### src/sv/pop_ram.sv
`default_nettype none
module pop_ram #(
    parameter int unsigned WIDTH = 16,
    parameter int unsigned DEPTH = 256
) (
    input  wire logic                     clk,
    input  wire logic                     we,
    input  wire logic [$clog2(DEPTH)-1:0] waddr,
    input  wire logic [WIDTH-1:0]         wdata,
    input  wire logic [$clog2(DEPTH)-1:0] raddr,
    output logic      [WIDTH-1:0]         rdata
);
    logic [WIDTH-1:0] mem [DEPTH];

    always_ff @(posedge clk)
    begin
        if (we)
        begin
            mem[waddr] <= wdata;
        end
        rdata <= mem[raddr];
    end
endmodule
`default_nettype wire

### config.mk
export PLATFORM = sky130hd
export DESIGN_NAME = pop_ram
export DESIGN_NICKNAME = d
export VERILOG_FILES = /design/src/sv/pop_ram.sv
export SDC_FILE = /design/constraint.sdc
export NUM_CORES = 2
export LEC_CHECK = 0
export BUFFER_PORTS_ARGS = -buffer_cell sky130_fd_sc_hd__buf_4
export CAP_MARGIN = 10
export CORE_MARGIN = 3
export CORE_UTILIZATION = 50
export DETAILED_ROUTE_END_ITERATION = 8
export GPL_ROUTABILITY_DRIVEN = 0
export PLACE_DENSITY = 0.68
export SLEW_MARGIN = 15
export SYNTH_ARGS = -nofsm -noshare
export SYNTH_HDL_FRONTEND = slang
export SYNTH_SLANG_ARGS = --single-unit
export TNS_END_PERCENT = 50
### constraint.sdc
create_clock -name clk -period 2.2 [get_ports clk]
set_input_delay 0.22 -clock clk [delete_from_list [all_inputs] [get_ports clk]]
set_output_delay 0.22 -clock clk [all_outputs]
set_load 0.01 [all_outputs]
# Yosys cells after proc, flatten, opt, wreduce, memory -nomap -nowiden
# Memories as Yosys holds them, arrays and structs flattened. A register that Yosys moved wholly into a read port is not among the register bits.
# Cells that the tools add are included.
dict set report word_totals {
  ramBits 4096
  in_bits 34
  elab_cells 3
  output_inout_bits 16
  reg_bits 0
  n_memories 1
}
dict set report classes {
  n_mux 2
}
# memory depth word_bits rd rd_clocked_by_memory_dff write_ports line_no
set memory_table {}
lappend memory_table {mem 256 16 1 1 1 13} ;# logic [WIDTH-1:0] mem [DEPTH];
# operator count
set ops {}
lappend ops {{1-bit two-way mux} 2}

# Longest topological paths before layout
dict set report depth {
  word_depth 2
  depth_mapped 12
  mapped_depth_nobuf 6
}

# Worst setup path after synthesis
# Ideal clock, no wire load.
dict set report synth_path {
  path_type {input to register}
  from {input port waddr[3]}
  to {memory mem[235][0] (enable)}
  n_path_buf 3
  path_stages 6
  arrival_ps 1997
  slack_ps -185
  t_required_ps 1812
  setup_time_ps 388
  cell_sequence {clkbuf_1 > nor2b_1 > clkbuf_1 > nand4_1 > clkbuf_1 > nor2_1}
}
# element line_no
set synth_rtl {}
lappend synth_rtl {{start, declared} 8} ;# input wire logic [$clog2(DEPTH)-1:0] waddr,
lappend synth_rtl {{end, declared} 13}
# Straight into the memory's write port.

==> flow_metrics.py <==
metrics = {
    "pwr": {
        "ir_drop_v": 0.0007524,
        "power.density_nw_per_um2": 867.9,
        "p_clk_frac": 0.415,
        "comb_power_share": 0.059,
        "leakagePower_nw": 61.55,
        "p_total_mw": 164.4,
        "seqPwrFrac": 0.526,
        "p_int_mw": 129.1,
        "switchingPower_mw": 35.29,
        "switching_share": 0.2147,
    },
    "drt": {
        "routed_wl_um": 423000,
        "drt-initial-drc-count": 11120,
        "vias": 82490,
        "vias_per_cell": 6.337,
        "antenna_left": 0,
        "dr.pass1.iters": 6,
        "drc_errors": 0,
        "routedWlPerCell_um": 32.49,
    },
    "synth": {
        "syn-cell-area_um2": 158700,
        "synthTopCellsByCount": "edfxtp_1 (4096), mux4_2 (797), mux2i_1 (565)",
        "synth_top_area_share": 0.7750,
        "ys_warn_count": 0,
        "async_flop_share": 0,
        "ys_seq_area_frac": 0.7770,
        "synth.area.top_cells": "edfxtp_1 (77%), mux4_2 (11%), mux2i_1 (3.6%)",
        "syn_area_per_cell_um2": 21.56,
        "synthesis.nets": 7394,
        "synthCells": 7360,
        "synthFlopType": "edfxtp_1",
        "ys_ff_latch": 4112,
        "synth_most_common_cell": "edfxtp_1",
        "synth_top_cell_by_area": "edfxtp_1",
        "synth_edf_count": 4096,
        "ys_types": 52,
    },
    "clock_tree": {
        "clk_path_buf_depth": 4,
        "cts.sinks": 4112,
        "clk_pin_slew_ns": 0.07,
        "ctsHtreeMaxLevel": 5,
        "cts_buffers": 404,
        "root_buffer": "clkbuf_16",
        "postCtsSetupBuffers": 0,
        "cts_tree": "done",
        "clk_latency_ns": 0.98,
    },
    "global_route": {
        "grt_max_degree": 132,
        "grt-ovfl-total": 0,
        "antenna_found_initial": 17,
        "grt_pass1_vias": 82210,
        "grt_pass1_wl_um": 607400,
        "track_usage": 0.2603,
    },
    "floorplan": {
        "coreArea_um2": 315500,
        "die_x_um": 569.4,
        "fp.dieArea_um2": 324200,
        "io_pins": 50,
        "start_util": 0.5031,
        "fp-row-count": 206,
        "die_h_um": 569.4,
    },
    "sta": {
        "worst_pin_slew_ns": 1.002,
        "fmax_mhz": 380.7,
        "min_period_ns": 2.627,
        "slew-limit-headroom": 0.3268,
        "period_share": 1.194,
        "finClkSkew_ns": 0.07353,
        "fin_ws_ns": -0.4267,
        "report.final.setup_viol": 16,
        "hold_viol_final": 0,
        "rsz0062_at_grt": "true",
        "drv_slew": 0,
    },
    "critical_path": {
        "cp.required_ns": 3.00,
        "crit_chain": "mux4_2 -> mux4_2 -> a22o_4 -> o32ai_4 -> buf_6 -> nor4_4",
        "crit_slowest_cell": "mux4_2",
        "cp_common_cell": "mux4_2",
        "path_depth": 6,
        "startpoint_type": "flop",
        "critPathMaxStageDelay_ns": 0.55,
        "cp_max_fo": 1,
        "worstPathArrival_ns": 3.43,
        "crit_type": "reg -> reg",
        "worst_setup_path_end_kind": "flop",
        "critPathBufInv": 1,
        "cp_top_family": "multiplexers",
        "reg2reg_depth": 6,
    },
    "cells_and_area": {
        "fin_area_um2": 189400,
        "seq_area_um2": 123300,
        "area_growth_syn_to_layout_pct": 19.33,
        "layout-drive-gt1-share": 0.3143,
        "fill_cells": 21710,
        "nets": 8554,
        "multi_input_area_um2": 33580,
    },
    "placement": {
        "placed_area_um2": 175300,
        "dp_hpwl_um": 266600,
        "port_buffers": 49,
    },
    "hold_path": {
        "hold_path.class": "in -> reg",
        "holdPathStages": 4,
    },
    "flow_run": {
        "max-cap-violations": 0,
    },
    "status": {
        "status": "complete, but fails checks",
        "violations": "setup timing",
    },
}
[what timing repair did]
action                                 in CTS  in global routing
hold buffers                               20                  0
resized for setup                         117                 15
setup endpoints to repair                  16                 16
pin swaps                                  32                  9
endpoints found under the hold margin    2521                  0
[metrics by stage]
stage | util | TNS (ns) | std cells | hold slack (ns) | setup WS, ns
after floorplan | - | -350.16 | 7360 | 0.3189 | -0.1850
after global placement | 0.5557 | -18.76 | 12250 | 0.4945 | -1.555
after detailed placement | 0.5558 | -17.98 | 12250 | 0.4970 | -1.535
after CTS | 0.6000 | -3.237 | 13010 | 0.01957 | -0.3842
after global routing | 0.6003 | -3.810 | 13020 | 0.07807 | -0.4016
final | 0.6003 | -3.338 | 13020 | 0.09316 | -0.4267
[cells by family (layout without fill, tap and decap cells)]
group                  count (synthesis)  after routing  synth area share
AO/OA/AOI/OAI                        786            786           0.03537
buffers and inverters                456           1948           0.01693
flip-flops                          4112           4112            0.7770
multiplexers                        1450           1450            0.1550
other                                  0              6                 0
AND/OR/NAND/NOR                      556            556           0.01574
[placed cells by master (no fill, tap or decap), types with 16 or more instances in the layout]
| cell type | instances |
|---|---|
| o21ai_0 | 37 |
| a22oi_1 | 36 |
| edfxtp_1 | 4096 |
| a221oi_1 | 20 |
| clkbuf_1 | 86 |
| buf_12 | 386 |
| dfxtp_1 | 16 |
| mux4_2 | 797 |
| clkinv_1 | 93 |
| nand2_1 | 25 |
| nand3_1 | 26 |
| bufinv_16 | 40 |
| mux2_2 | 85 |
| a211oi_1 | 18 |
| o221ai_1 | 252 |
| o22ai_1 | 148 |
| a22o_4 | 16 |
| dlygate4sd3_1 | 20 |
| clkbuf_16 | 406 |
| clkinvlp_4 | 19 |
| nor2_1 | 266 |
| buf_8 | 17 |
| clkinv_2 | 60 |
| mux2i_1 | 565 |
| nand4_1 | 26 |
| nor3_1 | 86 |
| nor2_2 | 37 |
| a21oi_1 | 173 |
| buf_4 | 770 |
[worst min-delay path, cell delays in order]
cell	delay [ns]
buf_4	0.15
nand3_1	0.20
nor2_1	0.06
buf_4	0.21
[final timing paths]
check / from / to / slack (ns)
setup / recovery: mem[59][1]$_DFFE_PP_ / rdata[1]$_DFF_P_ / -0.43
setup reg to reg: mem[59][1]$_DFFE_PP_ / rdata[1]$_DFF_P_ / -0.43
hold reg to reg: mem[210][3]$_DFFE_PP_ / rdata[3]$_DFF_P_ / 1.07
hold / removal: waddr[3] / mem[158][5]$_DFFE_PP_ / 0.09
[routing by layer]
layer | vias up | GRT usage | wire, um
met1 | 43460 | 0.3618 | 159700
met3 | 764 | 0.05414 | 42640
met4 | 6 | 0.1032 | 19480
met2 | 4604 | 0.4076 | 201000
met5 | - | 0 | 38
li1 | 33660 | - | -
[registers in the layout (all words and copies together) (netlist names)]
name and cells:
rdata 16, mem 4096
[power groups by stage]
| stage | registers (mW) | clock network, mW | logic, mW |
|---|---|---|---|
| 6_report | 86.4 | 68.2 | 9.77 |
| 3_5_place_dp | 88.1 | 0 | 9.40 |
| 4_1_cts | 86.4 | 69.0 | 9.69 |
| 2_1_floorplan | 88.1 | 0 | 4.26 |
| 3_3_place_gp | 88.1 | 0 | 9.22 |
| 5_1_grt | 86.4 | 72.3 | 10.1 |
[layout make-up]
type / instances / share of cell area
Sequential cell: 4112 / 0.6511
Clock buffer: 492 / 0.05535
Inverter: 4 / 0.0001453
Timing Repair Buffer: 1206 / 0.07460
Clock inverter: 246 / 0.01386
Multi-Input combinational cell: 2792 / 0.1773
Antenna cell: 6 / 0.00007928
Tap cell: 4160 / 0.02748
Note: power is estimated with default switching activity, not from simulation.
